$ cat src/design/cpg_pkg.sv
// Shared constants for the circle point generator.
// Coordinate width default and the reflection codes; no dependencies.
`default_nettype none

package cpg_pkg;

	localparam int COORD_BITS_DEF = 10;

	// reflection codes, in emission order
	localparam logic [2:0] OCT_XY   = 3'd0;
	localparam logic [2:0] OCT_YX   = 3'd1;
	localparam logic [2:0] OCT_NYX  = 3'd2;
	localparam logic [2:0] OCT_NXY  = 3'd3;
	localparam logic [2:0] OCT_NXNY = 3'd4;
	localparam logic [2:0] OCT_NYNX = 3'd5;
	localparam logic [2:0] OCT_YNX  = 3'd6;
	localparam logic [2:0] OCT_XNY  = 3'd7;

endpackage

`default_nettype wire

$ cat src/design/cpg_sqrt.sv
// Iterative integer square root, one result bit per cycle.
// Uses cpg_pkg for the default width.
`default_nettype none

module cpg_sqrt #(
	parameter int COORD_BITS = cpg_pkg::COORD_BITS_DEF
) (
	input  wire logic                      clk,
	input  wire logic                      arst_n,
	input  wire logic                      start,
	input  wire logic [2*COORD_BITS-1:0]   n,
	output logic                           done,
	output logic [COORD_BITS-1:0]          root,
	output logic [COORD_BITS+1:0]          rem
);
	import cpg_pkg::*;

	localparam int C    = COORD_BITS;
	localparam int CNTW = $clog2(C + 1);

	logic [2*C-1:0]  n_q;
	logic [C+1:0]    rem_q;
	logic [C-1:0]    root_q;
	logic [CNTW-1:0] cnt_q;
	logic            busy_q;
	logic            done_q;

	logic [C+3:0] rem_sh;
	logic [C+3:0] trial;
	logic         take;

	always_comb begin
		rem_sh = {rem_q, n_q[2*C-1:2*C-2]};
		trial  = {2'b00, root_q, 2'b01};
		take   = (rem_sh >= trial);
	end

	always_ff @(posedge clk or negedge arst_n) begin
		if (!arst_n) begin
			busy_q <= 1'b0;
			done_q <= 1'b0;
			cnt_q  <= '0;
		end else if (start) begin
			busy_q <= 1'b1;
			done_q <= 1'b0;
			cnt_q  <= CNTW'(C);
		end else if (busy_q) begin
			cnt_q <= cnt_q - CNTW'(1);
			if (cnt_q == CNTW'(1)) begin
				busy_q <= 1'b0;
				done_q <= 1'b1;
			end
		end
	end

	always_ff @(posedge clk) begin
		if (start) begin
			n_q    <= n;
			rem_q  <= '0;
			root_q <= '0;
		end else if (busy_q) begin
			n_q <= {n_q[2*C-3:0], 2'b00};
			if (take) begin
				rem_q  <= rem_sh[C+1:0] - trial[C+1:0];
				root_q <= {root_q[C-2:0], 1'b1};
			end else begin
				rem_q  <= rem_sh[C+1:0];
				root_q <= {root_q[C-2:0], 1'b0};
			end
		end
	end

	assign done = done_q;
	assign root = root_q;
	assign rem  = rem_q;

endmodule

`default_nettype wire

$ cat src/design/circle_polynomial_point_generator_core.sv
// Circle point generator: each input item advances (or restarts) one column x of the first
// octant; a drawn column yields the eight reflections of (x, round(sqrt(r*r - x*x))). An
// advance while no circle is active gives nothing; a column past the arc end gives nothing
// after two squarings on the shared multiplier and a compare. A drawn column goes through
// those steps, a squaring of x + 1, the square-root unit (one root bit per cycle) and a
// rounding step to the first point, and then gives its points at one point per cycle while
// out_ready is high. Only one item is in work at a time.
// Depends on cpg_pkg and cpg_sqrt.
`default_nettype none

module circle_polynomial_point_generator_core #(
	parameter int COORD_BITS = cpg_pkg::COORD_BITS_DEF
) (
	input  wire logic                         clk,
	input  wire logic                         arst_n,
	input  wire logic                         radius_we,
	input  wire logic [COORD_BITS-1:0]        radius_wdata,
	input  wire logic                         in_valid,
	output logic                              in_ready,
	input  wire logic                         restart,
	output logic                              out_valid,
	input  wire logic                         out_ready,
	output logic signed [COORD_BITS:0]        point_x,
	output logic signed [COORD_BITS:0]        point_y,
	output logic [2:0]                        octant,
	output logic                              last_of_run,
	output logic                              arc_done
);
	import cpg_pkg::*;

	localparam int C = COORD_BITS;

	typedef enum logic [7:0] {
		S_IDLE  = 8'b0000_0001,
		S_RR    = 8'b0000_0010,
		S_XX    = 8'b0000_0100,
		S_CHK   = 8'b0000_1000,
		S_NX    = 8'b0001_0000,
		S_SQRT  = 8'b0010_0000,
		S_ROUND = 8'b0100_0000,
		S_EMIT  = 8'b1000_0000
	} state_t;

	state_t          state_q;
	logic [C-1:0]    radius_q;
	logic [C-1:0]    column_q;
	logic            finished_q;
	logic [2*C-1:0]  rr_q;
	logic [2*C-1:0]  xx_q;
	logic            done_q;
	logic [C-1:0]    y_q;
	logic [2:0]      oct_q;

	// shared squaring unit
	logic [C:0]      mul_a;
	logic [2*C+1:0]  prod;
	logic            past_end;
	logic            sqrt_start;
	logic            sqrt_done;
	logic [C-1:0]    sqrt_root;
	logic [C+1:0]    sqrt_rem;
	logic [C:0]      y_up;

	always_comb begin
		unique case (state_q)
			S_RR:    mul_a = {1'b0, radius_q};
			S_NX:    mul_a = {1'b0, column_q} + (C+1)'(1);
			default: mul_a = {1'b0, column_q};
		endcase
		prod       = mul_a * mul_a;
		past_end   = ({xx_q, 1'b0} > {1'b0, rr_q});
		sqrt_start = (state_q == S_CHK) && !past_end;
		y_up       = {1'b0, sqrt_root} + (C+1)'(1);
	end

	cpg_sqrt #(
		.COORD_BITS(C)
	) u_sqrt (
		.clk   (clk),
		.arst_n(arst_n),
		.start (sqrt_start),
		.n     (rr_q - xx_q),
		.done  (sqrt_done),
		.root  (sqrt_root),
		.rem   (sqrt_rem)
	);

	always_ff @(posedge clk or negedge arst_n) begin
		if (!arst_n) begin
			state_q    <= S_IDLE;
			radius_q   <= '0;
			column_q   <= '0;
			finished_q <= 1'b1;
			oct_q      <= OCT_XY;
		end else begin
			if (radius_we) begin
				radius_q <= radius_wdata;
			end
			unique case (state_q)
				S_IDLE: begin
					if (in_valid) begin
						if (restart) begin
							column_q   <= '0;
							finished_q <= 1'b0;
							state_q    <= S_RR;
						end else if (!finished_q) begin
							column_q <= column_q + C'(1);
							state_q  <= S_RR;
						end
					end
				end
				S_RR:  state_q <= S_XX;
				S_XX:  state_q <= S_CHK;
				S_CHK: begin
					if (past_end) begin
						finished_q <= 1'b1;
						state_q    <= S_IDLE;
					end else begin
						state_q <= S_NX;
					end
				end
				S_NX:  state_q <= S_SQRT;
				S_SQRT: begin
					if (sqrt_done) begin
						state_q <= S_ROUND;
					end
				end
				S_ROUND: begin
					if (done_q) begin
						finished_q <= 1'b1;
					end
					oct_q   <= OCT_XY;
					state_q <= S_EMIT;
				end
				S_EMIT: begin
					if (out_ready) begin
						oct_q <= oct_q + 3'd1;
						if (oct_q == OCT_XNY) begin
							state_q <= S_IDLE;
						end
					end
				end
				default: state_q <= S_IDLE;
			endcase
		end
	end

	always_ff @(posedge clk) begin
		if (state_q == S_RR) begin
			rr_q <= prod[2*C-1:0];
		end
		if (state_q == S_XX) begin
			xx_q <= prod[2*C-1:0];
		end
		if (state_q == S_NX) begin
			done_q <= ({prod, 1'b0} > {3'b000, rr_q});
		end
		// round to nearest: remainder above y means n > y*y + y
		if (state_q == S_ROUND) begin
			if (sqrt_rem > {2'b00, sqrt_root}) begin
				y_q <= y_up[C-1:0];
			end else begin
				y_q <= sqrt_root;
			end
		end
	end

	logic signed [C:0] xs, ys, nxs, nys;

	always_comb begin
		xs  = signed'({1'b0, column_q});
		ys  = signed'({1'b0, y_q});
		nxs = -xs;
		nys = -ys;
		unique case (oct_q)
			OCT_XY:   begin point_x = xs;  point_y = ys;  end
			OCT_YX:   begin point_x = ys;  point_y = xs;  end
			OCT_NYX:  begin point_x = nys; point_y = xs;  end
			OCT_NXY:  begin point_x = nxs; point_y = ys;  end
			OCT_NXNY: begin point_x = nxs; point_y = nys; end
			OCT_NYNX: begin point_x = nys; point_y = nxs; end
			OCT_YNX:  begin point_x = ys;  point_y = nxs; end
			OCT_XNY:  begin point_x = xs;  point_y = nys; end
			default:  begin point_x = xs;  point_y = ys;  end
		endcase
	end

	assign in_ready    = (state_q == S_IDLE);
	assign out_valid   = (state_q == S_EMIT);
	assign octant      = oct_q;
	assign last_of_run = (oct_q == OCT_XNY);
	assign arc_done    = done_q;

	a_busy_not_ready: assert property (@(posedge clk) disable iff (!arst_n)
		out_valid |-> !in_ready)
		else $error("input ready while points are pending");

	a_run_ends_idle: assert property (@(posedge clk) disable iff (!arst_n)
		(out_valid && out_ready && last_of_run) |=> in_ready)
		else $error("block not idle after the eighth point");

	a_final_column: assert property (@(posedge clk) disable iff (!arst_n)
		(out_valid && arc_done) |-> finished_q)
		else $error("final column emitted without ending the arc");

	a_first_octant: assert property (@(posedge clk) disable iff (!arst_n)
		$rose(out_valid) |-> (octant == OCT_XY))
		else $error("column emission did not start at the first reflection");

endmodule

`default_nettype wire
$ cat config.mk
export PLATFORM = sky130hd
export DESIGN_NAME = circle_polynomial_point_generator_core
export DESIGN_NICKNAME = d
export VERILOG_FILES = /design/src/design/cpg_pkg.sv /design/src/design/cpg_sqrt.sv /design/src/design/circle_polynomial_point_generator_core.sv
export SDC_FILE = /design/constraint.sdc
export NUM_CORES = 1
export LEC_CHECK = 0
export BUFFER_PORTS_ARGS = -buffer_cell sky130_fd_sc_hd__buf_2
export CAP_MARGIN = 25
export CORE_AREA = 2 2 153 155
export CTS_BUF_LIST = sky130_fd_sc_hd__clkbuf_8
export DETAILED_ROUTE_END_ITERATION = 16
export DIE_AREA = 0 0 155 157
export GPL_ROUTABILITY_DRIVEN = 0
export PLACE_DENSITY = 0.72
export SYNTH_ARGS = -nofsm -noshare
export SYNTH_HDL_FRONTEND = slang
export SYNTH_HIERARCHICAL = 1
export SYNTH_SLANG_ARGS = --single-unit
$ cat constraint.sdc
create_clock -name clk -period 15.4 [get_ports clk]
set_input_delay 3.85 -clock clk [delete_from_list [all_inputs] [get_ports clk]]
set_output_delay 3.85 -clock clk [all_outputs]
set_load 0.005 [all_outputs]
======== Yosys cells after proc, flatten, opt, wreduce, memory -nomap -nowiden ========
Index checks and enable logic that the tools add are counted.
word-level totals
  flip-flop bits (word level) ............. 131
  input bits .............................. 16
  output and inout bits ................... 29
  word-level logic and storage cells ...... 107
operators by class
  $add $sub $neg .......................... 9
  $mul .................................... 1
  $lt $le $gt $ge ......................... 4
  equality and inequality tests ........... 25
  muxes and demuxes ....................... 33
  reduce and logical (&&, ||, !) cells .... 20
operators by type and width
  cell                                                 count
  one-hot mux 11 bit (4 select lines)                  2
  one-hot mux 8 bit (8 select lines)                   1
  2-to-1 mux 8 bit                                     6
  2-to-1 mux 20 bit                                    2
  2-to-1 mux 10 bit                                    3
  > comparator 23 x 20 -> 1 bit                        1
  multiplier 11 x 11 -> 22 bit                         1
  negator 10 -> 11 bit                                 2
  one-hot mux 11 bit (2 select lines)                  1
  > comparator 21 x 20 -> 1 bit                        1
  adder 10 x 1 -> 10 bit, second input constant        2
  subtractor 20 bit                                    1
  OR reduction 2 bit                                   8
  greater-or-equal comparator 14 x 12 -> 1 bit         1
  equality test 3 bit, second input constant           4
  > comparator 12 x 10 -> 1 bit                        1
  2-to-1 mux 12 bit                                    1
  subtractor 12 bit                                    1
  adder 10 x 1 -> 11 bit, second input constant        1
  2-to-1 mux 1 bit                                     11
  AND reduction 5 bit                                  2
  equality test 8 x 1 -> 1 bit, second input constant  1
  equality test 8 x 2 -> 1 bit, second input constant  1
  equality test 8 x 3 -> 1 bit, second input constant  1
  25 further kinds                                     36

======== Logic depth before layout (Yosys ltp) ========
Gate-level depths: netlist of run 1.
  depth in word-level cells ............... 5
  depth in mapped cells ................... 37
  depth with buffers taken out ............ 35

======== Modules after synthesis ========
Netlist of run 1, hierarchy kept.
modules (own cells, without submodules)
  module                                  instances  cells an instance  area an instance (µm²)  seq. area each (µm²)
  circle_polynomial_point_generator_core  1          1103               9705.6                  2274.7
  cpg_sqrt                                1          251                2646.3                  1191.1

======== Least setup slack after synthesis of run 1 ========
No wires, ideal clock.
  path kind ............................... reg-to-reg
  from .................................... reg state_q[7]
  to ...................................... reg done_q, in the netlist arc_done (data pin)
  setup time .............................. 0.272 ns
  arrival time ............................ 9.069 ns
  required time ........................... 15.128 ns
  setup slack ............................. 6.059 ns
  cell stages (with the launch flop) ...... 32
  buffers on the path ..................... 2
  period minus slack after synthesis ...... 9.341 ns
  cell sequence ........................... dfrtp_1 -> or4_1 -> buf_2 -> nor4b_1 -> buf_2 -> nor2_1 -> a221oi_2 -> nor2_1 -> fa_1 -> inv_1 -> fa_1 -> inv_1 -> fa_1 -> fa_1 -> inv_1 -> fa_1 -> inv_1 -> ha_1 -> and3_1 -> and3_1 -> a211oi_1 -> a21oi_1 -> o21ai_0 -> or4b_2 -> o311ai_0 -> ha_1 -> nand2_1 -> or2_2 -> or4_1 -> o32ai_1 -> a21oi_1 -> or4_1
on the way
  word-level cells in the longest chain between the ends .. 4
  elaborated cells between the ends (all ways) .. 5
  those cells by class .................... mul (1); order compare (1); eq/ne (2); mux (1)
ends and longest elaborated chain
  what                                                                          line                                           source
  start: declaration                                                            circle_polynomial_point_generator_core.sv:44   state_t state_q;
  start signal: assignment                                                      circle_polynomial_point_generator_core.sv:90   state_q <= S_IDLE;
  start signal: assignment                                                      circle_polynomial_point_generator_core.sv:105  state_q <= S_RR;
  start signal: assignment                                                      circle_polynomial_point_generator_core.sv:108  state_q <= S_RR;
  equality test 8 x 5 -> 1 bit or equality test 8 x 2 -> 1 bit (tied branches)  circle_polynomial_point_generator_core.sv:65   unique case (state_q)
  one-hot mux 11 bit (2 select lines) (*)                                       circle_polynomial_point_generator_core.sv:65
  multiplier 11 x 11 -> 22 bit (*)                                              circle_polynomial_point_generator_core.sv:70   prod = mul_a * mul_a;
  via prod[18]                                                                  circle_polynomial_point_generator_core.sv:56   logic [2*C+1:0] prod;
  > comparator 23 x 20 -> 1 bit (*)                                             circle_polynomial_point_generator_core.sv:156  done_q <= ({prod, 1'b0} > {3'b000, rr_q});
  end signal: assignment                                                        circle_polynomial_point_generator_core.sv:156
  end: declaration                                                              circle_polynomial_point_generator_core.sv:50   logic done_q;
Mark *: on every way through the listed nets, which the timed path passes. The rest lies on a longest branch.
A chain may end at the register's enable or synchronous reset.

======== Worst setup path in the final report of run 1 ========
Same ends and word-level chain as after synthesis.

==> flow_summary.yaml, run 1 <==
sta:
  finalCritPeriodShare_pct: 68.8
  slew_headroom_pct: 42.3
  max_freq_ghz: 0.0944
  hold_violations: 0
  clock_skew_ps: 21.4
  rsz0062_at_grt: "false"
  setup_violations: 0
  slew_violations: 0
  tns_ps: 0
  finalCriticalPeriod_ps: 10590
  worstMarginPinSlew_ps: 861
logic_synthesis:
  synth_edf_count: 69
  ys_warn_count: 6
  synth_cell_types: 81
  synthArstFlopShare_pct: 29.5
  ys_ff_latch: 129
  avgSynthCellArea_um2: 9.12
  syn_area_mm2: 0.0124
  synth_top_flop_cell: "edfxtp_1"
  syn_inst: 1354
  seq_area_frac_synth_pct: 28.1
power:
  ir_drop_uv: 117
  switching_share_pct: 46.9
  pwr-share-clk_pct: 15.3
  p_int_uw: 1030
  seqPwrFrac_pct: 27.0
  leakagePower_uw: 0.00601
  power_switching_uw: 910
  power_density_mw_per_mm2: 147
  p_comb_share_pct: 57.6
drt:
  route.detailed.drc: 0
  wl_per_cell_um: 16.8
  avgViaCountPerCell: 5.90
  drt-total-wl_mm: 28.3
  routed-via-count: 9969
  ant_nets: 0
  firstDrtPassIters: 9
  drtIter0Drc: 921
finish:
  nNetsFinal: 1607
  area_growth_pct: 7.30
  final_cell_count_no_fill: 1689
  fillers: 1926
  antennaDiodeCount: 0
  drive_gt1_share_pct: 11.0
worst_setup_path:
  crit_type: "reg2reg"
  cp.arrival_ps: 10800
  crit_slowest_cell: "or4_1"
  critPathMaxFanout: 13
  cpMostUsedCell: "fa_1"
  max_stage_delay_ps: 670
  cp-end-kind: "flip-flop"
  critPathLaunchType: "flip-flop"
  cp.required_ps: 15600
global_route:
  grt_use_total_pct: 23.9
  grt_max_degree: 43
  grt_pass1_vias: 9301
  grt_pass1_wl_mm: 46.9
  grt_remaining_overflow: 0
  antenna_found_initial: 0
floorplan:
  die_w_um: 155
  io_pins: 45
  start_util_pct: 54.9
  die_h_um: 157
  core_area_mm2: 0.0225
  die_area_mm2: 0.0243
  rows: 55
clock_network:
  cts.sinks: 129
  post-cts-setup-buffers: 0
  cts_buffer_depth: 2
  cts_hold_repair.buffers: 0
  htreeDepth: 4
  cts_buffers: 17
  clkLatencyLatePin_ps: 480
  cts-root-buf: "clkbuf_8"
  cts_tree: "built"
  path_clk_slew_ps: 90
  cts_resized: 0
placed_design:
  dpl.cell_count: 1656
  post-dp-hpwl_mm: 21.9
  io_buffer_count: 44
min_path:
  hold_path.class: "reg2reg"
run:
  cap_violations: 0
run_status:
  status: "finished, final reports clean"
## cells in the final DEF, fill, tap and decap left out, types with 20 or more instances in the layout
| cell type | Yosys | final |
|---|---|---|
| a21oi_1 | 66 | 66 |
| dfxtp_1 | 22 | 22 |
| xor2_1 | 20 | 20 |
| nand2_1 | 93 | 93 |
| fa_1 | 64 | 64 |
| buf_2 | 5 | 44 |
| mux2_2 | 32 | 32 |
| nand3_1 | 23 | 23 |
| edfxtp_1 | 69 | 69 |
| nor3_1 | 35 | 35 |
| a21o_1 | 26 | 26 |
| dfrtp_1 | 36 | 36 |
| ha_1 | 136 | 136 |
| nand2b_1 | 21 | 21 |
| nor2_1 | 106 | 106 |
| xnor2_1 | 43 | 43 |
| inv_1 | 190 | 190 |
| o21ai_0 | 84 | 84 |
## final timing paths
check,slack (ps),startpoint,cells after the start,to
setup / recovery,4810,state_q[7],31,arc_done
hold / removal,530,radius_q[3],1,radius_q[3]
setup reg to reg,4810,state_q[7],31,arc_done
hold reg to reg,530,radius_q[3],1,radius_q[3]
max in group asynchronous,11390,arst_n,1,radius_q[9]
min in group asynchronous,3470,arst_n,1,state_q[2]
## critical path: cells and delay by family (launching register included)
family,cells,cell delay [ps]
flops,1,430
buf+inv,5,660
fa+ha+maj,7,3080
simple gates,11,4050
compound gates,8,2110
## power groups by stage
stage	registers [uW]	logic (uW)	clock network, uW
5_1_grt	535	1260	316
3_3_place_gp	530	1080	0
3_5_place_dp	532	1100	0
2_1_floorplan	497	839	0
4_1_cts	525	1110	303
6_report	525	1120	298
## stage by stage
stage	hold WS (ps)	instance area (um2)	total power (uW)	utilization [%]	worst slack [ps]
after floorplan	472	12400	1340	-	6060
after global placement	505	12800	1610	57.1	5260
after detailed placement	512	12800	1630	57.1	4990
after CTS	541	13200	1940	58.8	4980
after global routing	560	13300	2110	58.9	4340
final	534	13300	1940	58.9	4810
## Yosys cell counts (23+ instances only)
master    number  area, um2
xnor2_1       43        377
nor2_1       106        398
inv_1        190        713
a21o_1        26        195
clkbuf_1      32        120
mux2_2        32        360
nand2_1       93        349
o21ai_0       84        420
dfrtp_1       36        901
ha_1         136       1700
a21oi_1       66        330
fa_1          64       1280
edfxtp_1      69       2070
nand3_1       23        115
nor3_1        35        175
## area by class of cell
class	instances	area, um2	share of cell area (%)
Clock buffer	17	234	1.77
Clock inverter	15	166	1.26
Inverter	194	729	5.50
Multi-Input combinational cell	996	8010	60.4
Sequential cell	129	3470	26.1
Tap cell	285	357	2.69
Timing Repair Buffer	53	295	2.23
## routing by layer
layer / vias to the layer above / track usage (%) / part of all wire, %
met5: - / 0 / 0
met4: 0 / 5.03 / 0.96
met3: 22 / 3.94 / 5.7
met2: 289 / 37.7 / 46
met1: 4849 / 34.8 / 48
li1: 4809 / - / -
## kinds of logic (layout without fill, tap and decap cells)
| kind of cell | count (synthesis) | after routing | synth area share [%] |
|---|---|---|---|
| and+or+nand+nor | 380 | 380 | 15.3 |
| AOI/OAI and AO/OA | 301 | 301 | 16.6 |
| buffers and inverters | 236 | 279 | 7.48 |
| adders and majority gates | 200 | 200 | 24.1 |
| DFF | 129 | 129 | 28.1 |
| xor gates and xnor gates | 63 | 63 | 4.47 |
| muxes | 43 | 43 | 3.81 |
| other | 2 | 9 | 0.0608 |
## registers in the layout, indices dropped and copies added (netlist names)
| register | count |
|---|---|
| u_sqrt/busy_q | 1 |
| u_sqrt/cnt_q | 4 |
| xx_q | 19 |
| state_q | 8 |
| octant | 3 |
| y_q | 10 |
| column_q | 10 |
| finished_q | 1 |
| u_sqrt/n_q | 20 |
| arc_done | 1 |
| rr_q | 19 |
| u_sqrt/done | 1 |
| radius_q | 10 |
| u_sqrt/rem | 12 |
| u_sqrt/root | 10 |
(Power assumes the default switching activity.)
==> run 2, diff against run 1 <==
--- a/config.mk
+++ b/config.mk
@@ -12,7 +12,7 @@
 export DETAILED_ROUTE_END_ITERATION = 16
 export DIE_AREA = 0 0 155 157
 export GPL_ROUTABILITY_DRIVEN = 0
-export PLACE_DENSITY = 0.72
+export PLACE_DENSITY = 0.74
 export SYNTH_ARGS = -nofsm -noshare
 export SYNTH_HDL_FRONTEND = slang
 export SYNTH_HIERARCHICAL = 1
==> constraint.sdc (replaced) <==
create_clock -name clk -period 8.8 [get_ports clk]
set_input_delay 2.2 -clock clk [delete_from_list [all_inputs] [get_ports clk]]
set_output_delay 2.2 -clock clk [all_outputs]
set_load 0.005 [all_outputs]
==> flow_summary.yaml, run 2 (synthesis results as in run 1) <==
finish:
  area_growth_pct: 13.8
  nNetsFinal: 1678
  final_cell_count_no_fill: 1761
  fillers: 1854
  layout_common_cells: "inv_1, ha_1, nor2_1"
  drive_gt1_share_pct: 18.2
  final_common_cell: "inv_1"
  top_regs: "u_sqrt/n_q (20), rr_q (19), xx_q (19)"
  largest_reg_flops: 20
  regMostFlops: "u_sqrt/n_q"
global_route:
  grt_remaining_overflow: 0
  grt_pass1_vias: 10200
  antenna_found_initial: 1
  grt_pass1_wl_mm: 49.5
  grt_max_degree: 43
  grt_use_total_pct: 25.2
worst_setup_path:
  r2r_cells: 31
  cp.required_ps: 9010
  cp-end-kind: "flip-flop"
  critPathLaunchType: "flip-flop"
  cp.arrival_ps: 8920
  critPathTopFamily: "simple AND/OR/NAND/NOR gates"
  critPathMaxFanout: 7
  cpMostUsedCell: "fa_1"
  max_stage_delay_ps: 560
  crit_type: "reg2reg"
  cp_num_cells: 31
  r2r_end: "arc_done"
  r2r_slack_ps: 100
  regToRegStartpoint: "state_q[7]"
  cp_num_buf_inv: 5
  crit_slowest_cell: "or4_4"
placed_design:
  post-dp-hpwl_mm: 22.7
  dpl.cell_count: 1701
  io_buffer_count: 44
  place_ws_ps: -185
floorplan:
  core_area_mm2: 0.0225
  io_pins: 45
  die_w_um: 155
  start_util_pct: 54.9
  rows: 55
  die_h_um: 157
  die_area_mm2: 0.0243
drt:
  drtIter0Drc: 857
  route.detailed.drc: 0
  firstDrtPassIters: 6
  ant_nets: 0
  drt-total-wl_mm: 30.2
  wl_per_cell_um: 17.2
  routed-via-count: 10400
  avgViaCountPerCell: 5.89
clock_network:
  cts_buffers: 17
  cts_tree: "built"
  htreeDepth: 4
  cts-root-buf: "clkbuf_8"
  clkLatencyLatePin_ps: 490
  cts_hold_repair.buffers: 0
  cts.sinks: 129
  path_clk_slew_ps: 110
  cts_buffer_depth: 2
min_path:
  holdPathStages: 2
  hold_path.class: "reg2reg"
  min_to: "u_sqrt/rem[11]"
  hold_path_startpoint: "u_sqrt/rem[11]"
power:
  leakagePower_uw: 0.00642
  p_int_uw: 1940
  seqPwrFrac_pct: 25.3
  pwr-share-clk_pct: 15.3
  p_comb_share_pct: 59.4
  ir_drop_uv: 202
  power_switching_uw: 1650
  switching_share_pct: 46.0
  power_density_mw_per_mm2: 255
sta:
  hold_violations: 0
  finalCritPeriodShare_pct: 98.9
  setup_violations: 0
  whs_ps: 538
  worstMarginPinSlew_ps: 866
  slew_violations: 0
  max_freq_ghz: 0.115
  finalCriticalPeriod_ps: 8700
  clock_skew_ps: 23.2
  rsz0062_at_grt: "true"
  slew_headroom_pct: 42.0
  worst_slack_ps: 97.4
run:
  cap_violations: 0
run_status:
  status: "finished, final reports clean"
-- run 2: cell types whose count changed in the layout (fill, tap and decap cells not counted), moves of 4 or more --
cell	delta
buf_6	+6
nor2_1	-5
nand2_1	-6
nand2_2	+5
o21ai_0	-9
inv_2	+4
o21ai_1	+6
inv_1	-5
buf_4	+65
clkinv_4	-4
nor2_2	+4
ha_1	-4
-- run 2: power by group through the flow --
stage                     clock network [uW]  logic, uW  registers, uW
after global routing                     584       2360            924
after CTS                                556       2050            907
after detailed placement                   0       2010            918
after floorplan                            0       1490            870
final                                    549       2130            909
after global placement                     0       1960            915
-- run 2: through the flow --
stage	total power [uW]	setup TNS, ps	util [%]	area (um2)
after floorplan	2360	0	-	12500
after global placement	2870	0	58.9	13300
after detailed placement	2920	-185	58.9	13300
after CTS	3520	0	61.6	13900
after global routing	3870	-179	62.5	14100
final	3590	0	62.5	14100
-- run 2: layout make-up --
cell class | count | area (um2) | area share [%]
multi-input cells | 996 | 8220 | 58.5
flip-flops and latches | 129 | 3470 | 24.7
repair buffers | 124 | 861 | 6.12
inverters | 194 | 732 | 5.21
well taps | 285 | 357 | 2.54
clock buffers | 17 | 234 | 1.66
clock inverters | 15 | 184 | 1.31
diodes | 1 | 2.50 | 0.0178
-- run 2: routing by layer --
metal  track usage (%)  up-vias  part of all wire [%]  wire length [um]
li1                  -     4966                     -                 -
met1              34.6     5032                    46             13800
met2              41.8      324                    47             14200
met3              4.74       45                   6.1              1830
met4              5.64        0                   1.3               391
met5                 0        -                     0                 0
-- run 2: worst max-delay path by stage --
stage                     startpoint       end  slack, ps
after global placement    state_q[7]  arc_done         50
after detailed placement  state_q[7]  arc_done       -180
final                     state_q[7]  arc_done        100
after CTS                 state_q[0]  arc_done         10
after floorplan           state_q[7]  arc_done         40
after global routing      state_q[7]  arc_done       -180
-- run 2: worst min-delay path, stage by stage (launching register included) --
cell and delay [ps]:
dfxtp_1 350, nor2_1 90, a211oi_1 50
-- run 2: what timing repair did --
item	in CTS	in global routing
buffers inserted	15	9
cloned	1	0
setup endpoints to repair	1	1
pin swaps	24	33
resized for setup	20	33
